`src/rtl/core/dhkt_pkg.sv`:
```
`timescale 1ns / 1ps
`default_nettype none
package dhkt_pkg;
	localparam int MAX_SLOTS_DEF  = 1024;
	localparam int KEY_BYTES_DEF  = 8;
	localparam int VALUE_BITS_DEF = 32;

	localparam int SIZE_W   = 10;
	localparam int KEY_W    = 64;
	localparam int DIVD_W   = 12;
	localparam int CNT_W    = 4;
	localparam int SIZE_MIN = 3;
	localparam int SIZE_RST = 1021;
	localparam int HASH_ADD = 33;

	localparam logic [1:0] H_FIND   = 2'd0;
	localparam logic [1:0] H_ENTER  = 2'd1;
	localparam logic [1:0] H_DELETE = 2'd2;

	localparam logic [2:0] ST_OK          = 3'd0;
	localparam logic [2:0] ST_NOT_FOUND   = 3'd1;
	localparam logic [2:0] ST_FULL        = 3'd2;
	localparam logic [2:0] ST_EMPTY_KEY   = 3'd3;
	localparam logic [2:0] ST_PROBE_LIMIT = 3'd4;
endpackage
`default_nettype wire

```
`src/rtl/core/dhkt_mod.sv`:
```
`timescale 1ns / 1ps
`default_nettype none
module dhkt_mod (
	input  wire logic                           clk,
	input  wire logic                           arst_n,
	input  wire logic                           start,
	input  wire logic [dhkt_pkg::DIVD_W-1:0]    dividend,
	input  wire logic [dhkt_pkg::SIZE_W-1:0]    divisor,
	output logic                                done,
	output logic [dhkt_pkg::SIZE_W-1:0]         rem
);
	logic                          run_q;
	logic                          done_q;
	logic [dhkt_pkg::CNT_W-1:0]    cnt_q;
	logic [dhkt_pkg::DIVD_W-1:0]   n_q;
	logic [dhkt_pkg::SIZE_W-1:0]   d_q;
	logic [dhkt_pkg::SIZE_W-1:0]   r_q;
	logic [dhkt_pkg::SIZE_W:0]     shifted;
	logic [dhkt_pkg::SIZE_W:0]     r_next;

	// one restoring remainder step per cycle
	always_comb begin
		shifted = {r_q, n_q[dhkt_pkg::DIVD_W-1]};
		if (shifted >= {1'b0, d_q}) begin
			r_next = shifted - {1'b0, d_q};
		end else begin
			r_next = shifted;
		end
	end

	always_ff @(posedge clk or negedge arst_n) begin
		if (!arst_n) begin
			run_q  <= 1'b0;
			done_q <= 1'b0;
			cnt_q  <= '0;
		end else begin
			done_q <= 1'b0;
			if (start) begin
				run_q <= 1'b1;
				cnt_q <= dhkt_pkg::CNT_W'(dhkt_pkg::DIVD_W);
			end else if (run_q) begin
				cnt_q <= cnt_q - 1'b1;
				if (cnt_q == dhkt_pkg::CNT_W'(1)) begin
					run_q  <= 1'b0;
					done_q <= 1'b1;
				end
			end
		end
	end

	always_ff @(posedge clk) begin
		if (start) begin
			n_q <= dividend;
			d_q <= divisor;
			r_q <= '0;
		end else if (run_q) begin
			n_q <= n_q << 1;
			r_q <= r_next[dhkt_pkg::SIZE_W-1:0];
		end
	end

	assign done = done_q;
	assign rem  = r_q;
endmodule
`default_nettype wire

```
`config.mk`:
```
export PLATFORM = sky130hd
export DESIGN_NAME = dhkt_mod
export DESIGN_NICKNAME = d
export VERILOG_FILES = /design/src/rtl/core/dhkt_pkg.sv /design/src/rtl/core/dhkt_mod.sv
export SDC_FILE = /design/constraint.sdc
export NUM_CORES = 1
export LEC_CHECK = 0
export BUFFER_PORTS_ARGS = -buffer_cell sky130_fd_sc_hd__buf_2
export CAP_MARGIN = 10
export CORE_MARGIN = 2
export CORE_UTILIZATION = 50
export CTS_CLUSTER_DIAMETER = 200
export CTS_CLUSTER_SIZE = 14
export DETAILED_ROUTE_END_ITERATION = 12
export PLACE_DENSITY_LB_ADDON = 0.2
export SLEW_MARGIN = 10
export SYNTH_ARGS = -nofsm -noshare
export SYNTH_HDL_FRONTEND = slang
export SYNTH_SLANG_ARGS = --single-unit
```
`constraint.sdc`:
```
create_clock -name clk -period 2 [get_ports clk]
set_clock_uncertainty 0.1 [all_clocks]
set_input_delay 0.2 -clock clk [delete_from_list [all_inputs] [get_ports clk]]
set_output_delay 0.2 -clock clk [all_outputs]
set_load 0.005 [all_outputs]
```
==> results of run 1 <==
==> flip-flops by register name (all words and copies together) (netlist names) <==
name / cells
n_q: 12
d_q: 10
rem: 10
cnt_q: 4
done: 1
run_q: 1
==> routing by layer <==
layer	up-vias	part of all wire	GRT usage
met5	-	0	0
met4	0	0.021	0.1020
met3	12	0.030	0.05833
met2	34	0.51	0.4179
met1	815	0.44	0.2883
li1	796	-	-
==> metrics by stage <==
step                      utilization  hold slack, ns
after floorplan                     -         -0.1956
after global placement         0.6306        -0.07663
after detailed placement       0.6306        -0.06161
after CTS                      0.7058         0.09008
after global routing           0.7347         0.09118
final                          0.7347         0.09015
==> worst max-delay path, cell delays in order (launching register included) <==
cell      delay, ns
edfxtp_1       0.35
inv_2          0.05
ha_4           0.28
buf_6          0.10
nand4_1        0.14
nor2_2         0.14
nand2_2        0.09
a41oi_4        0.29
buf_6          0.18
mux2i_2        0.24
a211oi_2       0.09
==> final cells by class <==
type / count / area (sq um) / share of cell area
clock buffers: 6 / 72.57 / 0.02505
clock inverters: 2 / 8.758 / 0.003024
inverters: 17 / 63.81 / 0.02203
multi-input cells: 115 / 1104 / 0.3810
flip-flops and latches: 38 / 1015 / 0.3503
well taps: 50 / 62.56 / 0.02160
repair buffers: 82 / 570.5 / 0.1970
==> cells in the final DEF (no fill, tap or decap), types with 4 or more instances in the layout <==
cell            n
ha_4            7
xnor2_1         5
buf_4          32
a21o_1          4
mux2i_1         4
mux2_1          7
buf_6           4
dfrtp_1         6
mux2_2          4
edfxtp_1       22
a211oi_2        4
dlygate4sd3_1  11
a211oi_1        4
buf_2          35
a21oi_1         4
dfxtp_1         7
ha_1            5
nand2_1         7
inv_2           5
nor2_1         16
a21oi_2         4
clkbuf_8        5
inv_1          12
==> power by group through the flow <==
stage / combinational, mW / clock [mW] / sequential (mW)
after global routing: 1.74 / 0.547 / 1.08
after detailed placement: 1.27 / 0 / 1.07
after CTS: 1.44 / 0.516 / 1.06
after floorplan: 0.763 / 0 / 1.08
final: 1.62 / 0.510 / 1.06
after global placement: 1.22 / 0 / 1.05
==> timing repair <==
item                                    CTS  global route
pin swaps                                11            12
endpoints found under the hold margin    16             0
cloned                                    1             0
gates resized for setup                  17            20
hold buffers                             11             0
endpoints found under the setup margin    9            10
setup buffers                             4             5
==> kinds of logic after synthesis <==
family	count (synthesis)	share of synthesized area
AOI/OAI and AO/OA	34	0.1389
and+or+nand+nor	42	0.1012
adders and majority gates	13	0.08395
buffers and inverters	23	0.04629
DFF	38	0.4988
muxes	18	0.09630
xor gates and xnor gates	8	0.03457
==> worst paths after layout <==
check                           endpoint  slack (ns)         from
worst max-delay path              rem[8]       -0.17       d_q[6]
worst min-delay path              n_q[5]        0.09  dividend[5]
worst max register to register    rem[8]       -0.17       d_q[6]
worst min register to register    n_q[5]        0.43       n_q[4]
max in group asynchronous       cnt_q[3]        1.50       arst_n
min in group asynchronous       cnt_q[1]        0.15       arst_n
==> results.json, run 1 <==
{
  "outcome": "finished with violations",
  "violations": "negative setup slack",
  "syn_avg_cell_area_sq_um": 11.52,
  "drv_slew": 0,
  "pin_count": 36,
  "design_area_sq_mm": 0.002897,
  "yosysWarnings": 0,
  "dp_hpwl_mm": 3.419,
  "period_needed_ns": 2.174,
  "clock_latency_ns": 0.29,
  "min_path_cells": 2,
  "drc_errors": 0,
  "max_freq_mhz": 460.0,
  "cp.required_ns": 2.07,
  "drtAntennaViolNets": 0,
  "pwr-share-clk": 0.160,
  "drtIter0Drc": 106,
  "place_inst": 283,
  "wl_per_cell_um": 16.54,
  "ys_seq_elements": 38,
  "die_h_um": 67.67,
  "grt_pass1_wl_mm": 8.010,
  "cp.arrival_ns": 2.24,
  "setup_tns_ns": -1.147,
  "grt_usage": 0.2429,
  "cts_tree": "yes",
  "ys_seq_area_frac": 0.4988,
  "p_sw_mw": 1.119,
  "dr.pass1.iters": 4,
  "synthesis.nets": 214,
  "r2r_cells": 10,
  "nNetsFinal": 297,
  "crit_type": "flip-flop to flip-flop",
  "clk_path_buf_depth": 2,
  "combPwrFrac": 0.507,
  "place_ws_ns": -0.2894,
  "syn_area_sq_mm": 0.002027,
  "finalHoldViolations": 0,
  "crit_path_end_kind": "flip-flop",
  "synth.top_cell.area_share": 0.3259,
  "p_int_mw": 2.074,
  "h-tree-depth": 2,
  "die-area_sq_mm": 0.004579,
  "ys_types": 43,
  "clkTransAtPathRegs_ns": 0.08,
  "cts_buffers": 5,
  "routed_via_density": 5.345,
  "grt_pass1_vias": 1740,
  "synth-main-ff-cell": "edfxtp_1",
  "route.vias.total": 1657,
  "routabilityCongestion": 0.9272,
  "cap_violations": 0,
  "antenna_found_initial": 0,
  "power_mw": 3.194,
  "num_antenna_cells": 0,
  "irDropWorstVdd_v": 0.0006653,
  "worst_pin_slew_ns": 0.4725,
  "fin_crit_sh": 1.087,
  "worst_slack_ns": -0.1739,
  "synthMostInstantiatedCell": "edfxtp_1",
  "p_leak_nw": 1.261,
  "synthTopCellsByArea": "edfxtp_1, dfxtp_1, dfrtp_1, ha_1, mux2_1",
  "routed_wirelength_mm": 5.128,
  "grt_max_degree": 25,
  "die_x_um": 67.67,
  "power_density_mw_per_mm2": 1103,
  "final-setup-viol-count": 9,
  "synth_edf_count": 22,
  "portBuffers": 35,
  "switching_share": 0.3505,
  "n_fill_cell": 273,
  "slew-limit-headroom": 0.6846,
  "layout-drive-gt1-share": 0.4731,
  "area_growth_pct": 42.90,
  "start_util": 0.5141,
  "clock-root-buffer": "clkbuf_8",
  "path_max_fanout": 5,
  "yosysTopAreaCell": "edfxtp_1",
  "hp-class": "primary input to flip-flop",
  "critical_path.startpoint_type": "flip-flop",
  "rsz0062_at_grt": "true",
  "synthCells": 176,
  "row_count": 23,
  "cts.sinks": 38,
  "final_cells": 310,
  "dpl_cell_area_sq_mm": 0.002486,
  "core_area_sq_mm": 0.003943,
  "yosys-top-cells-count": "edfxtp_1, nor2_1, inv_1",
  "async_reset_ff_frac": 0.1579,
  "grt_overflow_total": 0,
  "sequentialPowerShare": 0.333
}
(Power assumes the default switching activity.)
==> run 2: changes to the inputs <==
--- a/config.mk
+++ b/config.mk
@@ -13,6 +13,7 @@
 export CTS_CLUSTER_SIZE = 14
 export DETAILED_ROUTE_END_ITERATION = 12
 export PLACE_DENSITY_LB_ADDON = 0.2
+export RECOVER_POWER = 100
 export SLEW_MARGIN = 10
 export SYNTH_ARGS = -nofsm -noshare
 export SYNTH_HDL_FRONTEND = slang
==> run 2 against run 1 <==
First-iteration DRC count fell by 0.94%. Flip-flop and latch count unchanged. Largest cell class unchanged. Non-clock buffer count did not move. Highest routed layer unchanged. Sequential power barely moved. Setup slack about the same. The run still ends with negative setup slack left. Via count is 0.24% lower. Power about the same. Wire length down 0.12%.
==> results.json, run 2 (same netlist as run 1, synthesis figures left out) <==
{
  "outcome": "finished with violations",
  "violations": "negative setup slack",
  "largest_reg_flops": 12,
  "dpl_cell_area_sq_mm": 0.002486,
  "antenna_found_initial": 0,
  "grt.met2_usage": 0.4179,
  "routed_wirelength_mm": 5.122,
  "core_area_sq_mm": 0.003943,
  "grt_usage": 0.2429,
  "cp_common_cell": "buf_6",
  "portBuffers": 35,
  "cp_top_family": "compound AO/OA/AOI/OAI gates",
  "layout-drive-gt1-share": 0.4538,
  "grt-busiest-layer": "met2",
  "min_path_cells": 2,
  "crit_type": "flip-flop to flip-flop",
  "design_area_sq_mm": 0.002888,
  "cp.required_ns": 2.07,
  "worst_r2r_endpoint": "rem[8]",
  "reg2reg_from": "d_q[6]",
  "grt_overflow_total": 0,
  "nNetsFinal": 297,
  "r2r_slack_ns": -0.17,
  "drv_slew": 0,
  "drtAntennaViolNets": 0,
  "cap_violations": 0,
  "clkTransAtPathRegs_ns": 0.08,
  "h-tree-depth": 2,
  "met1_usage": 0.2883,
  "cp.arrival_ns": 2.24,
  "dp_hpwl_mm": 3.419,
  "final-setup-viol-count": 9,
  "dr.pass1.iters": 4,
  "cp_slowest_cell": "edfxtp_1",
  "clk_path_buf_depth": 2,
  "grt_pass1_vias": 1740,
  "cts.sinks": 38,
  "cts_buffers": 5,
  "n_fill_cell": 275,
  "row_count": 23,
  "start_util": 0.5141,
  "path_cells": "inv_2 -> ha_4 -> buf_6 -> nand4_1 -> nor2_2 -> nand2_2 -> a41oi_4 -> buf_6 -> mux2i_2 -> a211oi_2",
  "fin_crit_sh": 1.087,
  "worst_slack_ns": -0.1738,
  "route.vias.total": 1653,
  "p_leak_nw": 1.244,
  "worstHoldStart": "dividend[5]",
  "r2r_cells": 10,
  "grt_max_degree": 25,
  "finalHoldViolations": 0,
  "drtIter0Drc": 105,
  "cts_tree": "yes",
  "period_needed_ns": 2.174,
  "routed_via_density": 5.332,
  "worst_pin_slew_ns": 0.8551,
  "routabilityCongestion": 0.9272,
  "die_x_um": 67.67,
  "hold_end": "n_q[5]",
  "grt_pass1_wl_mm": 8.010,
  "drc_errors": 0,
  "hp-class": "primary input to flip-flop",
  "clock_latency_ns": 0.29,
  "rsz0062_at_grt": "true",
  "irDropWorstVdd_v": 0.0006659,
  "wl_per_cell_um": 16.52,
  "crit_buf_inv": 3,
  "slew-limit-headroom": 0.4299,
  "critical_path.startpoint_type": "flip-flop",
  "die_h_um": 67.67,
  "regMostFlops": "n_q",
  "num_antenna_cells": 0,
  "crit_path_end_kind": "flip-flop",
  "max_freq_mhz": 460.0,
  "critPathMaxStageDelay_ns": 0.35,
  "holdWs_ns": 0.09027,
  "grtUsageMet3": 0.05833,
  "area_growth_pct": 42.47,
  "clock-root-buffer": "clkbuf_8",
  "pin_count": 36,
  "die-area_sq_mm": 0.004579,
  "path_max_fanout": 5,
  "power_density_mw_per_mm2": 1105,
  "layout_common_cells": "buf_2, buf_4, edfxtp_1"
}
run 2: cell count changes in the layout (fill, tap and decap cells not counted), sizes merged:
cell	change
buf	-4
clkbuf	+4
run 2: repair_timing:
action / in CTS / in global routing
buffers inserted: 4 / 5
resized for setup: 17 / 20
cloned: 1 / 0
hold buffers: 11 / 0
pin swaps: 11 / 12
endpoints found under the setup margin: 9 / 10
endpoints found under the hold margin: 16 / 0
run 2: layout make-up:
type                       instances  area [sq um]  area share
inverter                          17         63.81     0.02210
clock inverter                     2         8.758    0.003033
timing repair buffer              82         561.8      0.1945
sequential                        38          1015      0.3514
clock buffer                       6         72.57     0.02513
tap                               50         62.56     0.02166
multi-input combinational        115          1104      0.3821
run 2: power by group:
| part | switching [mW] | internal, mW | leakage [nW] |
|---|---|---|---|
| Clock | 0.269 | 0.240 | 0.0426 |
| Combinational | 0.749 | 0.869 | 0.824 |
| Sequential | 0.100 | 0.964 | 0.377 |
run 2: worst max-delay path by stage:
stage	start	to	slack, ns	depth (start not counted)
after detailed placement	n_q[11]	rem[8]	-0.29	10
after CTS	d_q[6]	rem[8]	-0.12	10
after global routing	n_q[11]	rem[8]	-0.25	10
after global placement	n_q[11]	rem[8]	-0.13	10
after floorplan	rem[5]	rem[0]	0.003	7
final	d_q[6]	rem[8]	-0.17	10
run 2: through the flow:
step	TNS [ns]	setup WS (ns)	total power [mW]	utilization	cells
after global placement	-0.4307	-0.1335	2.277	0.6306	283
final	-1.187	-0.1738	3.191	0.7325	310
after global routing	-1.872	-0.2537	3.365	0.7325	310
after CTS	-0.8265	-0.1225	3.012	0.7058	307
after floorplan	0	0.003293	1.842	-	176
after detailed placement	-1.078	-0.2894	2.333	0.6306	283
run 2: worst register-to-register path, stage by stage, from the launching register on:
cell	delay, ns
edfxtp_1	0.35
inv_2	0.05
ha_4	0.28
buf_6	0.10
nand4_1	0.15
nor2_2	0.14
nand2_2	0.09
a41oi_4	0.29
buf_6	0.18
mux2i_2	0.24
a211oi_2	0.09
run 2: routing by layer:
| metal | share of wire | vias up | routed length, um |
|---|---|---|---|
| li1 | - | 796 | - |
| met1 | 0.44 | 813 | 2257 |
| met2 | 0.51 | 32 | 2602 |
| met3 | 0.030 | 12 | 153 |
| met4 | 0.021 | 0 | 110 |
| met5 | 0 | - | 0 |
==> run 3: changes to the inputs <==
--- a/config.mk
+++ b/config.mk
@@ -12,7 +12,7 @@
 export CTS_CLUSTER_DIAMETER = 200
 export CTS_CLUSTER_SIZE = 14
 export DETAILED_ROUTE_END_ITERATION = 12
-export PLACE_DENSITY_LB_ADDON = 0.2
+export PLACE_DENSITY_LB_ADDON = 0.12
 export RECOVER_POWER = 100
 export SLEW_MARGIN = 10
 export SYNTH_ARGS = -nofsm -noshare
==> run 3 against run 2 <==
The run still ends with negative setup slack left. Cell count is 2.6% lower. Clock power hardly changed. Highest routed layer unchanged. Flip-flop and latch count unchanged. Largest power group unchanged. Setup slack gained 0.081 ns. Count of clock-buffer cells in the layout fell by 1. Combinational power decreased by 12%. Largest cell class unchanged. Sequential power barely moved. Sequential share of layout area is 1.1 points higher.
==> results.json, run 3 (same netlist as run 1, synthesis figures left out) <==
{
  "route.vias.total": 1576,
  "outcome": "finished with violations",
  "cp.required_ns": 2.10,
  "period_needed_ns": 2.093,
  "crit_path_start": "d_q[4]",
  "core_area_sq_mm": 0.003943,
  "cap_violations": 0,
  "max_freq_mhz": 477.8,
  "row_count": 23,
  "irDropWorstVdd_v": 0.0006127,
  "drtAntennaViolNets": 0,
  "worstHoldStart": "dividend[0]",
  "slew-limit-headroom": 0.4675,
  "design_area_sq_mm": 0.002790,
  "nNetsFinal": 289,
  "final_cells": 302,
  "layout-drive-gt1-share": 0.3770,
  "drc_errors": 0,
  "portBuffers": 35,
  "layout_common_cells": "buf_2, edfxtp_1, buf_4",
  "drtIter0Drc": 100,
  "num_antenna_cells": 0,
  "violations": "negative setup slack",
  "dpl_cell_area_sq_mm": 0.002464,
  "power_mw": 2.996,
  "drv_slew": 0,
  "grt_max_degree": 25,
  "final-setup-viol-count": 7,
  "h-tree-depth": 2,
  "grt_pass1_vias": 1567,
  "cp.arrival_ns": 2.20,
  "layout_commonest_cell": "buf_2",
  "dr.pass1.iters": 4,
  "area_growth_pct": 37.65,
  "die_h_um": 67.67,
  "seqCellArea_sq_mm": 0.001011,
  "clock-root-buffer": "clkbuf_8",
  "grt_pass1_wl_mm": 6.996,
  "critical_path.startpoint_type": "flip-flop",
  "power_density_mw_per_mm2": 1074,
  "crit_path_end_kind": "flip-flop",
  "cts.sinks": 38,
  "fin_crit_sh": 1.046,
  "worst_pin_slew_ns": 0.7987,
  "n_fill_cell": 287,
  "p_leak_nw": 1.173,
  "regMostFlops": "n_q",
  "cts_buffers": 5,
  "clk_path_buf_depth": 2,
  "grt_overflow_total": 0,
  "path_max_fanout": 6,
  "antenna_found_initial": 0,
  "start_util": 0.5141,
  "place_ws_ns": -0.1450,
  "reg2reg_from": "d_q[4]",
  "rsz0062_at_grt": "true",
  "hp-class": "primary input to flip-flop",
  "routed_wirelength_mm": 4.471,
  "place_inst": 280,
  "r2r_slack_ns": -0.09,
  "routabilityCongestion": 0.8336,
  "largest_reg_flops": 12,
  "worst_slack_ns": -0.09289,
  "cts_tree": "yes",
  "die_x_um": 67.67,
  "grt_usage": 0.2109,
  "finalHoldViolations": 0,
  "wl_per_cell_um": 14.80,
  "dp_hpwl_mm": 3.151,
  "multi_input_area_sq_mm": 0.001074,
  "clkTransAtPathRegs_ns": 0.08,
  "die-area_sq_mm": 0.004579,
  "clock_latency_ns": 0.29,
  "routed_via_density": 5.219,
  "crit_type": "flip-flop to flip-flop",
  "pin_count": 36
}
[run 3: layout make-up]
class / count / area share
Timing Repair Buffer: 74 / 0.1771
Clock inverter: 3 / 0.005830
Tap cell: 50 / 0.02242
Multi-Input combinational cell: 115 / 0.3848
Sequential cell: 38 / 0.3623
Inverter: 17 / 0.02287
Clock buffer: 5 / 0.02466
[run 3: path summary, 6_finish.rpt]
check                           endpoint  depth (start not counted)
max in group asynchronous           done                          2
worst max register to register    rem[6]                          8
worst min-delay path              n_q[0]                          2
min in group asynchronous       cnt_q[3]                          2
worst min register to register    rem[9]                          2
worst max-delay path              rem[6]                          8
[run 3: power by group]
group / switching [mW] / internal (mW)
combinational: 0.669 / 0.763
clock: 0.271 / 0.239
sequential: 0.0941 / 0.960
[run 3: repair_timing]
item | in CTS | in global routing
endpoints found under the hold margin | 16 | 0
pin swaps | 5 | 9
hold buffers | 11 | 0
gates resized for setup | 9 | 17
gates cloned | 0 | 0
endpoints found under the setup margin | 9 | 9
buffers inserted | 1 | 2
[run 3: worst max-delay path, cell delays in order (launching register included)]
cell and delay (ns):
edfxtp_1 0.38, inv_2 0.08, ha_4 0.21, a21o_1 0.19, o31ai_4 0.31, a41oi_4 0.18
buf_6 0.18, a31o_1 0.21, a211oi_2 0.16
[run 3: through the flow]
step                        util  setup TNS (ns)  hold slack, ns
after floorplan                -               0         -0.1956
after global placement    0.6249         -0.3811        -0.07221
after detailed placement  0.6249         -0.7135        -0.06690
after CTS                 0.6877         -0.4349         0.08989
after global routing      0.7077          -1.126         0.08957
final                     0.7077         -0.2723         0.09676
[run 3: metal layers]
layer / up-vias / GRT usage / wire, um
met5: - / 0 / 0
met4: 0 / 0.07143 / 73
met3: 8 / 0.07167 / 198
met2: 40 / 0.3395 / 2251
met1: 750 / 0.2641 / 1947
li1: 778 / - / -
